--- src/rtl/core/frame_statistics_monitor_defines.svh ---
// assertion macros shared by the frame statistics monitor rtl
// no dependencies; included by files that carry assertions
`ifndef FRAME_STATISTICS_MONITOR_DEFINES_SVH
`define FRAME_STATISTICS_MONITOR_DEFINES_SVH
`ifndef SYNTHESIS
`define FSTAT_ASSERT(lbl, clk, rstn, prop) \
    lbl: assert property (@(posedge clk) disable iff (!rstn) prop) \
        else $error("fstat assertion failed");
`define FSTAT_NEVER(lbl, clk, rstn, expr) \
    lbl: assert property (@(posedge clk) disable iff (!rstn) !(expr)) \
        else $error("fstat forbidden condition");
`else
`define FSTAT_ASSERT(lbl, clk, rstn, prop)
`define FSTAT_NEVER(lbl, clk, rstn, expr)
`endif
`endif

--- src/rtl/core/fstat_ram.sv ---
// generic single write, single read ram with registered read data
// no dependencies
module fstat_ram #(
    parameter int WIDTH = 32,
    parameter int DEPTH = 64
) (
    input  logic                     i_clk,
    input  logic                     i_we,
    input  logic [$clog2(DEPTH)-1:0] i_waddr,
    input  logic [WIDTH-1:0]         i_wdata,
    input  logic [$clog2(DEPTH)-1:0] i_raddr,
    output logic [WIDTH-1:0]         o_rdata
);
    logic [WIDTH-1:0] r_mem [DEPTH];
    logic [WIDTH-1:0] r_rdata;

    always_ff @(posedge i_clk) begin
        if (i_we) begin
            r_mem[i_waddr] <= i_wdata;
        end
        r_rdata <= r_mem[i_raddr];
    end

    assign o_rdata = r_rdata;
endmodule

--- config.mk ---
export PLATFORM = sky130hd
export DESIGN_NAME = fstat_ram
export DESIGN_NICKNAME = d
export VERILOG_FILES = /design/src/rtl/core/frame_statistics_monitor_defines.svh /design/src/rtl/core/fstat_ram.sv
export SDC_FILE = /design/constraint.sdc
export NUM_CORES = 2
export LEC_CHECK = 0
export ABC_AREA = 1
export BUFFER_PORTS_ARGS = -buffer_cell sky130_fd_sc_hd__buf_4
export CORE_AREA = 4 4 453 343
export CTS_CLUSTER_SIZE = 30
export DETAILED_ROUTE_END_ITERATION = 8
export DIE_AREA = 0 0 457 347
export PLACE_DENSITY = 0.73
export SLEW_MARGIN = 10
export SYNTH_ARGS = -nofsm -noshare
export SYNTH_HDL_FRONTEND = slang
export SYNTH_SLANG_ARGS = --single-unit
--- constraint.sdc ---
create_clock -name i_clk -period 5.6 [get_ports i_clk]
set_input_delay 1.12 -clock i_clk [delete_from_list [all_inputs] [get_ports i_clk]]
set_output_delay 1.12 -clock i_clk [all_outputs]
set_load 0.01 [all_outputs]
======== After elaboration in Yosys (flattened, before gate mapping) ========
Memory sizes are Yosys's and may differ from the RTL's. A register that Yosys moved wholly into a read port is not among the register bits.
Index checks and enable logic that the tools add are counted.
word-level totals
  bits in registers ....................... 0
  output and inout port bits .............. 32
  memories kept ........................... 1
  memory bits (writable) .................. 2,048
  bits in latches ......................... 0
  memory bits (read-only) ................. 0
  input bits .............................. 46
memory list
  memory  depth  width  read ports  clocked after memory_dff  write ports  line             source
  r_mem   64     32     1           1                         1            fstat_ram.sv:14  logic [WIDTH-1:0] r_mem [DEPTH];
operators by class
  reduce and logical (&&, ||, !) cells .... 0
  mux-type cells .......................... 2
  multipliers ............................. 0
  bitwise gates (word level) .............. 0
  $add $sub $neg .......................... 0
  order comparisons ....................... 0
  shift operators ......................... 0
  div/mod/pow operators ................... 0
  equality and inequality tests ........... 0
operator list
  cell              number
  1-bit 2-to-1 mux  2

======== Logic depth before layout (Yosys ltp) ========
  word-level depth ........................ 2
  gate-level depth with buffers ........... 13

======== Worst setup path before layout ========
No wires, ideal clock.
  path type ............................... input-to-reg
  from .................................... input port i_we
  to ...................................... memory r_mem[48][0] (enable)
  data required time ...................... 5.098 ns
  arrival time ............................ 4.748 ns
  path slack .............................. 0.350 ns
  cell stages on the path ................. 3
  cells stage by stage .................... clkbuf_1 -> nand4_1 -> nor4_1
on the way
  word-level cells in the longest chain between the ends .. 2
RTL lines
  element                                 line             source
  start: declaration                      fstat_ram.sv:8   input logic i_we,
  1-bit 2-to-1 mux                        fstat_ram.sv:18  if (i_we) begin
  1-bit 2-to-1 mux (not written as such)  fstat_ram.sv:19  r_mem[i_waddr] <= i_wdata;
  end: declaration                        fstat_ram.sv:14
No other way between the ends.

==> results.md <==
- Top-area cell type share of the netlist area: 74.3%
- Crit path kind: primary input to register
- Worst r2r src: r_mem[35][31]$_DFFE_PP_
- Worst-Margin Slew: 1180 ps
- Routability cong.: 0.864
- Worst slew margin: 21.4%
- Clock Latency Late Sink: 820 ps
- Syn_area_per_cell: 12.2 µm²
- Cell Area, Placed: 85600 µm²
- Slew Limit Fails: 0
- HP Start: r_mem[54][23]$_DFFE_PP_
- Routed vias/inst: 6.23
- Area growth, synth to finish: 10.5%
- CTS tree: built
- Leakage: 0.0320 µW
- Status: complete, no violations
- Post-layout net count: 6772
- Commonest non-fill, non-tap cell in the layout: nand2_1
- Clock Path Buffers: 3
- Area contributors post-synth: edfxtp_1, nand3_1, nand2_1, buf_2, dfxtp_1
- Startpoint Class: primary input
- Yosys reg bits: 2080
- Post-Syn Nets: 6815
- Io pins: 78
- Most used DFF post-synth: edfxtp_1
- Pwr/cell area: 348 nW/µm²
- Post-synth EDFFs: 2048
- Critical path startpoint: i_raddr[0]
- Total Wirelength: 238000 µm
- Post-Syn Area: 82700 µm²
- FF-to-FF path depth: 8
- Die Y: 347 µm
- Asr flop ratio synth: 0%
- Initial Util: 54.7%
- Reg clk slew, reported paths: 60 ps
- Required @ worst endpoint: 6340 ps
- Final ANT Viol Nets: 0
- Die Area: 159000 µm²
- Final worst path period need: 3570 ps
- Worst min path class: register to register
- Max-cap violation count: 0
- First-pass GRT wire length: 346000 µm
- Post-synth top area cell: edfxtp_1
- Commonest non-fill, non-tap cells in the layout: nand2_1, edfxtp_1, nand3_1
- Htree depth: 4
- Die X: 457 µm
- Fin. Hold Viols: 0
- Root buffer cell: clkbuf_16
- Finished Layout Cells: 8905
- Period utilization: 63.7%
- Detailed-route via count: 55400
- Netlist cell types: 16
- Largest net degree at the start of global routing: 224
- Sequential area share after synthesis: 75.1%
- Hold-critical path depth: 8
- Mapped Cells: 6769
- Routed wire per std cell: 26.7 µm
- Clock sink count: 2080
- Core area: 151000 µm²
- Worst IR Drop VDD: 327 µV
- Final Util: 60.5%
- Placed cells: 8557
- Post-CTS sizing: 0
- Post-CTS Setup Bufs: 0
- Ratio of cells with drive above 1 in the final layout: 7.91%
- Initial antenna violation count: 20
- Initial drt markers: 9324
- Post-DP HPWL: 127000 µm
- Setup Skew: 25.0 ps
- Crit end category: register
- Fmax: 280 MHz
- Row cnt: 124
- Crit path DAT: 4300 ps
- # port buffers: 77
- DRT Pass-1 Iters: 8
- Worst-path fanout max: 223
- Final Setup Violations: 0
- Residual DRC: 0
- GRT Residual Overflow: 0
- Sum Neg Setup Slack: 0 ps
- Gr usage total: 29.4%
- Vias in the first global route: 51800
- Final instance area: 91500 µm²
- Unrepaired setup endpoints after global routing: no
- TritonCTS buffer count: 183
- Yosys warnings: 0
- CTS Hold Bufs: 0
==> area by class of cell <==
cell class | count | area [µm²]
inverter | 12 | 81.3
clock inverter | 82 | 754
timing repair buffer | 221 | 2070
fill | 11300 | 59800
clock buffer | 256 | 5100
multi-input combinational | 4228 | 18800
tap | 2016 | 2520
antenna | 10 | 25.0
sequential | 2080 | 62100
==> power breakdown <==
group / internal (µW) / total, µW / switching (µW)
Clock: 6910 / 12500 / 5540
Sequential: 17200 / 17300 / 108
Combinational: 479 / 2060 / 1580
==> kinds of logic after synthesis <==
kind of cell	count (synthesis)	synth area share, %
AND/OR/NAND/NOR	4228	22.1
flip-flops	2080	75.1
buffers and inverters	461	2.78
==> metrics by stage <==
step / hold WS, ps / power (µW) / setup WS [ps]
after floorplan: 721 / 18700 / 350
after global placement: 779 / 19600 / 1360
after detailed placement: 780 / 19700 / 1330
after CTS: 801 / 31800 / 2200
after global routing: 879 / 32700 / 1890
final: 808 / 31800 / 2030
==> synth_stat cells (3+ instances only) <==
master and instances:
edfxtp_1 2048, nand2_1 2248, dfxtp_1 32, nand4_1 9, nor2_1 56, buf_2 282
buf_4 45, inv_1 9, clkbuf_1 77, nand3_1 1907, nor4_1 8, buf_1 40
buf_6 3
==> per-layer routing <==
metal | GRT usage [%] | up-vias | wire length (µm)
met4 | 13.4 | 8 | 10200
met2 | 42.8 | 3952 | 105000
met3 | 7.84 | 495 | 32400
met5 | 0 | - | 50
met1 | 42.0 | 27000 | 90200
li1 | - | 24000 | -
==> worst max-delay path, cell delays in order <==
cell,delay [ps]
buf_8,260
inv_16,610
buf_12,490
nand2_1,100
nand3_1,100
nand3_1,90
nand3_1,140
nand3_1,470
nand2_1,300
nand2_1,170
nand2_1,150
==> path summary, 6_finish.rpt <==
path,endpoint,slack (ps)
max,o_rdata[31]$_DFF_P_,2030
min,o_rdata[23]$_DFF_P_,810
max reg2reg,o_rdata[31]$_DFF_P_,3700
min reg2reg,o_rdata[23]$_DFF_P_,810
==> state kept, by name, summed over array words and instances (netlist names) <==
name	count
r_mem	2048
o_rdata	32
No activity file was read; power rests on OpenSTA's default activity.
