[src/rtl/core/frame_statistics_monitor_defines.svh]
// assertion macros shared by the frame statistics monitor rtl
// no dependencies; included by files that carry assertions
`ifndef FRAME_STATISTICS_MONITOR_DEFINES_SVH
`define FRAME_STATISTICS_MONITOR_DEFINES_SVH
`ifndef SYNTHESIS
`define FSTAT_ASSERT(lbl, clk, rstn, prop) \
    lbl: assert property (@(posedge clk) disable iff (!rstn) prop) \
        else $error("fstat assertion failed");
`define FSTAT_NEVER(lbl, clk, rstn, expr) \
    lbl: assert property (@(posedge clk) disable iff (!rstn) !(expr)) \
        else $error("fstat forbidden condition");
`else
`define FSTAT_ASSERT(lbl, clk, rstn, prop)
`define FSTAT_NEVER(lbl, clk, rstn, expr)
`endif
`endif

[src/rtl/core/fstat_pkg.sv]
// constants and types for the frame statistics monitor
// no dependencies
package fstat_pkg;
    localparam int DIV_NW   = 34;
    localparam int DIV_DW   = 32;
    localparam int RATE_W   = 24;
    localparam int RATE_SCALE = 256000;
    localparam logic [15:0] MIN_TIME_RST = 16'd999;
    localparam logic [15:0] INTERVAL_RST = 16'd1000;
    // reciprocal of ten, exact floor for numerators below 2^30
    localparam logic [27:0] DIV10_MUL   = 28'd214748365;
    localparam int          DIV10_SHIFT = 31;

    typedef enum logic [1:0] {
        OP_FT,
        OP_DC,
        OP_RATE,
        OP_EMA
    } t_div_op;
endpackage

[src/rtl/core/fstat_div.sv]
// radix-2 restoring divider, one quotient bit per cycle
// depends on fstat_pkg
`include "frame_statistics_monitor_defines.svh"
module fstat_div (
    input  logic                         i_clk,
    input  logic                         i_rst_n,
    input  logic                         i_start,
    input  logic [fstat_pkg::DIV_NW-1:0] i_dividend,
    input  logic [fstat_pkg::DIV_DW-1:0] i_divisor,
    output logic                         o_busy,
    output logic                         o_done,
    output logic [fstat_pkg::DIV_NW-1:0] o_quotient
);
    import fstat_pkg::*;
    localparam int CNT_W = $clog2(DIV_NW + 1);

    logic [DIV_NW-1:0] r_quot;
    logic [DIV_DW-1:0] r_rem;
    logic [DIV_DW-1:0] r_div;
    logic [CNT_W-1:0]  r_cnt;
    logic              r_busy;
    logic              r_done;
    logic [DIV_DW:0]   trial;
    logic              ge;
    logic [DIV_DW:0]   diff;

    assign trial = {r_rem, r_quot[DIV_NW-1]};
    assign ge    = trial >= {1'b0, r_div};
    assign diff  = trial - {1'b0, r_div};

    always_ff @(posedge i_clk) begin
        if (!i_rst_n) begin
            r_busy <= 1'b0;
            r_done <= 1'b0;
            r_cnt  <= '0;
        end else begin
            r_done <= 1'b0;
            if (i_start && !r_busy) begin
                r_busy <= 1'b1;
                r_cnt  <= CNT_W'(DIV_NW);
                r_quot <= i_dividend;
                r_div  <= i_divisor;
                r_rem  <= '0;
            end else if (r_busy) begin
                r_rem  <= ge ? diff[DIV_DW-1:0] : trial[DIV_DW-1:0];
                r_quot <= {r_quot[DIV_NW-2:0], ge};
                r_cnt  <= r_cnt - 1'b1;
                if (r_cnt == CNT_W'(1)) begin
                    r_busy <= 1'b0;
                    r_done <= 1'b1;
                end
            end
        end
    end

    assign o_busy     = r_busy;
    assign o_done     = r_done;
    assign o_quotient = r_quot;

    `FSTAT_NEVER(a_no_restart, i_clk, i_rst_n, i_start && r_busy)
    `FSTAT_ASSERT(a_done_after_busy, i_clk, i_rst_n, r_done |-> $past(r_busy))
    `FSTAT_NEVER(a_busy_cnt, i_clk, i_rst_n, r_busy && r_cnt == '0)
endmodule

[config.mk]
export PLATFORM = sky130hd
export DESIGN_NAME = fstat_div
export DESIGN_NICKNAME = d
export VERILOG_FILES = /design/src/rtl/core/fstat_pkg.sv /design/src/rtl/core/fstat_div.sv
export VERILOG_INCLUDE_DIRS = /design/src /design/src/rtl/core
export SDC_FILE = /design/constraint.sdc
export NUM_CORES = 1
export LEC_CHECK = 0
export CAP_MARGIN = 20
export CORE_MARGIN = 2
export CORE_UTILIZATION = 40
export CTS_BUF_LIST = sky130_fd_sc_hd__clkbuf_8
export DETAILED_ROUTE_END_ITERATION = 8
export DONT_BUFFER_PORTS = 1
export GPL_TIMING_DRIVEN = 0
export HOLD_SLACK_MARGIN = 0.15
export SLEW_MARGIN = 20
export SYNTH_ARGS = -nofsm -noshare
export SYNTH_HDL_FRONTEND = slang
export SYNTH_SLANG_ARGS = --single-unit
[constraint.sdc]
create_clock -name i_clk -period 8.49 [get_ports i_clk]
set_input_delay 0.849 -clock i_clk [delete_from_list [all_inputs] [get_ports i_clk]]
set_output_delay 0.849 -clock i_clk [all_outputs]
set_load 0.005 [all_outputs]
# Word-level counts from Yosys, hierarchy flattened
# Index checks and enable logic that the tools add are counted.
# totals
ff_bits,106
latchBits,0
ram_bits,0
rom_bits,0
in_bits,69
output_inout_bits,36
wordCells,30
memories,0
# op_classes
n_addsub,2
n_mul,0
div,0
order_cmp,1
n_eq_ne,1
shifts,0
mux,10
bitwise,2
reduce_logical,7
# ops
cell,count
34-bit two-way mux,2
32-bit two-way mux,2
33-bit by 32-bit greater-or-equal comparator with 1-bit output,1
32-bit subtractor,1
6-bit two-way mux,2
"6-bit by 1-bit equality test with 1-bit output, second input constant",1
"6-bit by 1-bit subtractor with 6-bit output, second input constant",1
1-bit two-way mux,4
2-bit AND reduction,2
3-bit OR reduction,1
1-bit NOT,2
2-bit nonzero test,1
2-bit OR reduction,1
1-bit logical AND,1
1-bit zero test,1

# Longest topological paths before layout
# Gate-level depths: netlist of the first run.
# logic_depth
depth_word,4
depth_mapped,14
mapped_depth_nobuf,12

# Worst setup path before layout of the first run
# No wires, ideal clock.
# synth_path
kind,in2reg
start,input i_rst_n
end,register r_quot[0] (netlist: o_quotient[0]) (enable)
setup_ns,0.492
arrival_ns,3.721
required_ns,7.998
path_slack_ns,4.278
stages,2
path_buffers,0
cell_sequence,inv_1 -> nor2_1
# synth_between
elab_chain_cells,1
# synth_rtl
element,line_no,rtl
start: declaration,fstat_div.sv:6,"input logic i_rst_n,"
2-bit AND reduction (no line),n/a,
end signal: assignment,fstat_div.sv:41,r_quot <= i_dividend;
end signal: assignment,fstat_div.sv:46,"r_quot <= {r_quot[DIV_NW-2:0], ge};"
end: declaration,fstat_div.sv:17,logic [DIV_NW-1:0] r_quot;
# Every way passes these cells.
# A chain may end at the register's enable or synchronous reset.

# Final worst setup path of the first run
# layout_path
start,register r_quot[33] (netlist: o_quotient[33])
end,"register r_rem[26], data pin"
# layout_between
elab_chain_cells,3
elab_cells_between_ends,4
cone_classes,add/sub (1); order compare (1); mux (2)
# layout_rtl
element,line_no,rtl
32-bit subtractor or 33-bit by 32-bit greater-or-equal comparator with 1-bit output (tied branches),"fstat_div.sv:29, fstat_div.sv:28",
32-bit two-way mux (*),fstat_div.sv:45,r_rem <= ge ? diff[DIV_DW-1:0] : trial[DIV_DW-1:0];
32-bit two-way mux (*),fstat_div.sv:44,end else if (r_busy) begin
end signal: assignment,fstat_div.sv:45,
end: declaration,fstat_div.sv:18,logic [DIV_DW-1:0] r_rem;
# Every way passes the cells marked *; elsewhere a longest branch is shown, timed or not. The select of a mux whose other input is x is not followed.

==> impl_results.md, run 1 <==
* First-pass GRT wire length at 21740 um
* Final Skew at 0.01952 ns
* Area after DPL at 6334 um2
* Area share of the largest cell type after synthesis at 49.23%
* Post-cts resize count at 0
* Req. time, crit path at 8.64 ns
* Post-CTS Hold Fix Bufs at 0
* Vias at 4195
* Die area at 15940 um2
* Worst-margin pin slew at 0.7450 ns
* DRT iter0 DRCs at 219
* Crit-path cells: inv_1, ha_1, fa_1, nor2b_1, o31a_1, o21ai_1, o21a_1, o21ai_1, a221oi_1, o21ai_0, xnor2_1, o21ai_0
* Final nets at 707
* Post-synthesis register bit count at 106
* Antenna cells at 0
* Clock power share at 24.1%
* Leak Pwr at 2.671 nW
* Final setup fails at 0
* Initial core utilization at 40.98%
* DP HPWL at 9450 um
* GRT Overall Usage at 16.99%
* Fraction of layout cells with a size suffix above 1 at 6.086%
* Clock Latency Late Sink at 0.39 ns
* Num CTS Buffers at 9
* Sink Count at 106
* Final GP Congestion at 0.8644
* Routed vias/inst at 5.297
* CP Capture Type: register
* WL/cell at 16.19 um
* Row cnt at 44
* Arr. time, crit path at 3.54 ns
* Syn Inst Count at 588
* Synth cell types at 55
* Drt pass-1 iters at 4
* Peak VDD IR at 0.0001344 V
* Final hold violations at 0
* Crit Path Class: reg2reg
* Sequential cell area at 3103 um2
* Worst hold slack at 0.5219 ns
* Internal Power at 920.5 uW
* Slew Viols, Final at 0
* Sw Ratio at 31.50%
* Power share of the combinational group at 26.7%
* Dpl cells at 776
* Worst path slowest cell: a221oi_1
* # Post-CTS Setup Buffers at 0
* Die width at 126.3 um
* Worst Setup Slack, final at 5.092 ns
* Mapped Area at 5978 um2
* Clock tree root buffer cell: clkbuf_8
* CTS tree: done
* Max Clock Freq at 0.2943 GHz
* Status: completed
* Tot Pwr at 1.344 mW
* YS warnings at 0
* Post-place setup slack at 5.145 ns
* Final WL at 12830 um
* Syn Area/Cell at 10.17 um2
* Final Non-Filler Cells at 792
* Net Count, Synth at 692
* Maxcap violations at 0
* Top post-synthesis cells by area: edfxtp_1, nand2_1, ha_1, mux2i_1, nor2_1
* Synth-to-layout area growth at 9.230%
* EDFF count, synth at 98
* CTS H-Tree Depth at 3
* Top post-synthesis cells by count: nand2_1, edfxtp_1, nor2_1, inv_1, ha_1
* Setup TNS at 0 ns
* Sequential share of the synthesized area at 51.90%
* RSZ-0062 raised after global routing: false
* Crit start category: register
* Hold Path Class: reg2reg
* Drt drc at 0
* Cell taking the most area after synthesis: edfxtp_1
* Largest net degree at the start of global routing at 22
* Clock Path Buffers at 2
* Final Core Density at 44.76%
* Min Clock Period, post-route at 3.398 ns
* Switch Pwr at 423.3 uW
* Count leader, synth: nand2_1
* Flop pwr share at 49.2%
* Core ar. at 14590 um2
* Multi-input logic area at 2609 um2
* Post-route ant nets at 0
* Ratio of final minimum period to clock period at 40.02%
* PwrDens at 205.8 nW/um2
* Maximum fanout along the worst path at 5
* Relative slew slack at 49.63%
* Port Buffers at 0
* Boundary pin count at 105
* Ys async rst share at 0%
* Vias in the first global route at 4436
* GRT overflow at 0
* Final instance area at 6530 um2
* Initial antenna violation count at 0
* Ys flop type: edfxtp_1
* Reg clk slew, reported paths at 0.11 ns
* Largest stage delay, worst path at 0.63 ns
* Die H at 126.3 um
* Fill count at 1380
==> worst max-delay path: cells and delay by family (launching register included) <==
family                   cells  cell delay, ns
adder cells (fa/ha/maj)      2            0.39
flip-flops                   1            0.44
AND/OR/NAND/NOR              1            0.07
buffers and inverters        1            0.10
XOR/XNOR                     1            0.17
AO/OA/AOI/OAI                7            1.97
==> kinds of logic after synthesis <==
| logic type | Yosys count | synth area share, % |
|---|---|---|
| and+or+nand+nor | 222 | 16.01 |
| DFF | 106 | 51.90 |
| AOI/OAI and AO/OA | 101 | 11.22 |
| buffers and inverters | 68 | 4.709 |
| adders and majority gates | 35 | 7.451 |
| xor gates and xnor gates | 32 | 4.688 |
| muxes | 24 | 4.018 |
==> per-layer routing <==
| layer | vias up | global-route usage, % | share of wire, % |
|---|---|---|---|
| met3 | 11 | 6.967 | 8.7 |
| met2 | 150 | 27.80 | 47 |
| met4 | 0 | 4.396 | 1.1 |
| li1 | 2093 | - | - |
| met1 | 1941 | 20.93 | 43 |
| met5 | - | 0 | 0 |
==> area by class of cell <==
cell class / count / area share [%]
buffer: 26 / 1.897
clock buffer: 9 / 1.897
sequential: 106 / 47.52
multi-input combinational: 414 / 39.95
clock inverter: 7 / 1.111
inverter: 42 / 2.414
tap: 184 / 3.526
timing repair buffer: 4 / 1.686
==> worst paths after layout <==
path,depth (start not counted),endpoint,startpoint,slack (ns)
hold reg to reg,1,o_done,r_cnt[5],0.52
hold / removal,1,o_done,r_cnt[5],0.52
setup / recovery,12,r_rem[26],o_quotient[33],5.09
setup reg to reg,12,r_rem[26],o_quotient[33],5.09
==> registers in the layout, summed over array words and instances (netlist names) <==
name and cells:
o_quotient 34, r_cnt 6, o_busy 1, o_done 1
r_div 32, r_rem 32
==> placed cells by master (no fill, tap or decap), types with 7 or more instances in the layout <==
cell / count
xnor2_1: 19
edfxtp_1: 98
mux2i_1: 24
a211oi_1: 7
nor2_1: 47
nand3_1: 10
a21oi_1: 30
nand2_1: 122
ha_1: 34
xor2_1: 13
nand4_1: 9
clkbuf_8: 9
a21o_1: 11
dfxtp_1: 8
clkbuf_1: 17
inv_1: 44
o21ai_0: 18
==> power groups by stage <==
stage                     clock [mW]  sequential, mW  combinational (mW)
after global routing           0.355           0.666               0.410
after global placement             0           0.674               0.341
after detailed placement           0           0.671               0.359
after CTS                      0.335           0.661               0.361
final                          0.324           0.661               0.359
after floorplan                    0           0.665               0.283
(Power assumes the default switching activity.)
==> run 2, diff against run 1 <==
ABC_AREA = 1   (was unset)
clock period = 2.87 ns   (was 8.49 ns; I/O delays follow)
==> run 2 against run 1 <==
Worst setup slack lost 4.8 ns; clock power rose to 2.9 times the previous value; design area increased by 29%; area after synthesis increased by 21%; total power increased to 3.1 times the previous value; routed wire length rose by 38%; worst hold slack got worse by 0.29 ns; utilization is 2.6 points higher.
==> impl_results.md, run 2 <==
* Clock Latency Late Sink at 0.41 ns
* Num CTS Buffers at 9
* Boundary pin count at 105
* Count leader, synth: nand2_1
* Arr. time, crit path at 2.73 ns
* # Post-CTS Setup Buffers at 0
* Peak VDD IR at 0.0003003 V
* Initial core utilization at 40.43%
* Antenna cells at 0
* GRT overflow at 0
* Routed vias/inst at 4.671
* Core ar. at 17840 um2
* Maxcap violations at 0
* Die width at 138.3 um
* Ys flop type: edfxtp_1
* Final GP Congestion at 0.9441
* Clock power share at 22.3%
* YS warnings at 0
* Hold Path Class: in2reg
* Worst-margin pin slew at 0.7732 ns
* WL/cell at 14.33 um
* Die area at 19120 um2
* Final hold violations at 0
* Ratio of final minimum period to clock period at 88.77%
* Final setup fails at 0
* Vias at 5759
* Leak Pwr at 4.134 nW
* EDFF count, synth at 98
* Post-route ant nets at 0
* Max reg flops at 34
* Die H at 138.3 um
* Drt pass-1 iters at 5
* Post-synthesis register bit count at 106
* Drt drc at 0
* RSZ-0062 raised after global routing: false
* GRT Overall Usage at 18.95%
* Worst hold slack at 0.2351 ns
* DRT iter0 DRCs at 336
* Syn Inst Count at 918
* Mapped Area at 7213 um2
* Sink Count at 106
* Largest net degree at the start of global routing at 26
* Final instance area at 8453 um2
* Top post-synthesis cells by count: nand2_1, inv_1, edfxtp_1, nor2_1, ha_1
* Maximum fanout along the worst path at 3
* Sw Ratio at 35.21%
* Fraction of layout cells with a size suffix above 1 at 11.16%
* Internal Power at 2.719 mW
* First-pass GRT wire length at 29200 um
* Most frequent cells in the layout: nand2_1, inv_1, edfxtp_1
* Final WL at 17670 um
* Max Clock Freq at 0.3925 GHz
* CP Capture Type: register
* Synth-to-layout area growth at 17.19%
* Post-cts resize count at 0
* DP HPWL at 13690 um
* Sequential share of the synthesized area at 43.02%
* Row cnt at 49
* Cell taking the most area after synthesis: edfxtp_1
* Status: completed
* Syn Area/Cell at 7.857 um2
* Min Clock Period, post-route at 2.548 ns
* Port Buffers at 0
* Area after DPL at 7590 um2
* PwrDens at 496.5 nW/um2
* Switch Pwr at 1.478 mW
* Final Skew at 0.02671 ns
* Flop pwr share at 45.8%
* CTS tree: done
* Reg clk slew, reported paths at 0.13 ns
* Clock Path Buffers at 2
* Final nets at 1103
* Final Core Density at 47.38%
* Ys async rst share at 0%
* Area share of the largest cell type after synthesis at 40.80%
* Crit Path Class: reg2reg
* Crit start category: register
* Clock tree root buffer cell: clkbuf_8
* Net Count, Synth at 1022
* Slew Viols, Final at 0
* Most common cell after layout, fill and taps aside: nand2_1
* Synth cell types at 37
* Vias in the first global route at 5875
* Top post-synthesis cells by area: edfxtp_1, nand2_1, inv_1, ha_1, mux2_2
* CTS H-Tree Depth at 3
* Relative slew slack at 48.45%
* Req. time, crit path at 3.05 ns
* Initial antenna violation count at 0
* Power share of the combinational group at 31.9%
* Fill count at 1780
-- run 2: final timing paths --
check | from | end | slack, ns | cells after the start
max | o_quotient[33] | r_rem[28] | 0.32 | 14
min | i_start | r_cnt[1] | 0.24 | 2
max reg2reg | o_quotient[33] | r_rem[28] | 0.32 | 14
min reg2reg | r_cnt[5] | r_cnt[5] | 0.49 | 2
-- run 2: routing by layer --
metal  global-route usage, %  part of all wire, %  vias to the layer above
met5                       0                    0                        -
met4                   3.491                  1.1                        0
met3                   5.196                  6.4                       15
met2                   32.31                   47                      134
met1                   24.44                   46                     2591
li1                        -                    -                     3019
-- run 2: power by group through the flow --
stage	clock, mW	combinational, mW	sequential [mW]
finish	0.936	1.34	1.92
global route	1.03	1.52	1.94
CTS	0.978	1.34	1.92
detailed placement	0	1.26	1.96
global placement	0	1.24	1.96
floorplan	0	0.979	1.94
-- run 2: cell type report --
cell class	instances	area, um2	area share [%]
clock inverters	7	68.82	0.8141
repair buffers	70	745.7	8.822
flip-flops and latches	106	3103	36.71
plain buffers	15	110.1	1.303
clock buffers	9	123.9	1.465
multi-input cells	620	3343	39.55
inverters	177	671.9	7.948
well taps	229	286.5	3.390
-- run 2: kinds of logic after synthesis --
logic type | count (synthesis) | share of synthesized area [%]
simple gates | 510 | 30.93
xor+xnor | 15 | 1.821
buf+inv | 192 | 10.84
mux | 33 | 5.152
fa+ha+maj | 35 | 6.175
flops | 106 | 43.02
compound gates | 27 | 2.064
-- run 2: worst max-delay path, stage by stage, from the launching register on --
cell and delay [ns]:
edfxtp_1 0.41, inv_1 0.08, ha_1 0.23, fa_1 0.42, inv_1 0.14, nand2_1 0.06
nand2_1 0.07, and2_1 0.24, nand2_1 0.08, nand3_1 0.16, nand2_1 0.13, nand3_1 0.10
nand2_1 0.07, nor2_2 0.08, nor2_1 0.04
-- run 2: per-stage QoR --
step / setup WS (ns) / power (mW) / TNS [ns] / cells
2_1_floorplan: 0.1884 / 2.917 / 0 / 918
3_3_place_gp: -1.008 / 3.200 / -80.98 / 1147
3_5_place_dp: 0.3308 / 3.222 / 0 / 1150
4_1_cts: 0.3176 / 4.245 / 0 / 1233
5_1_grt: 0.1262 / 4.490 / 0 / 1233
6_report: 0.3224 / 4.197 / 0 / 1233
-- run 2: repair_timing --
action	4_1_cts	5_1_grt
hold endpoints to repair	72	0
hold buffers	67	0
setup endpoints to repair	0	0
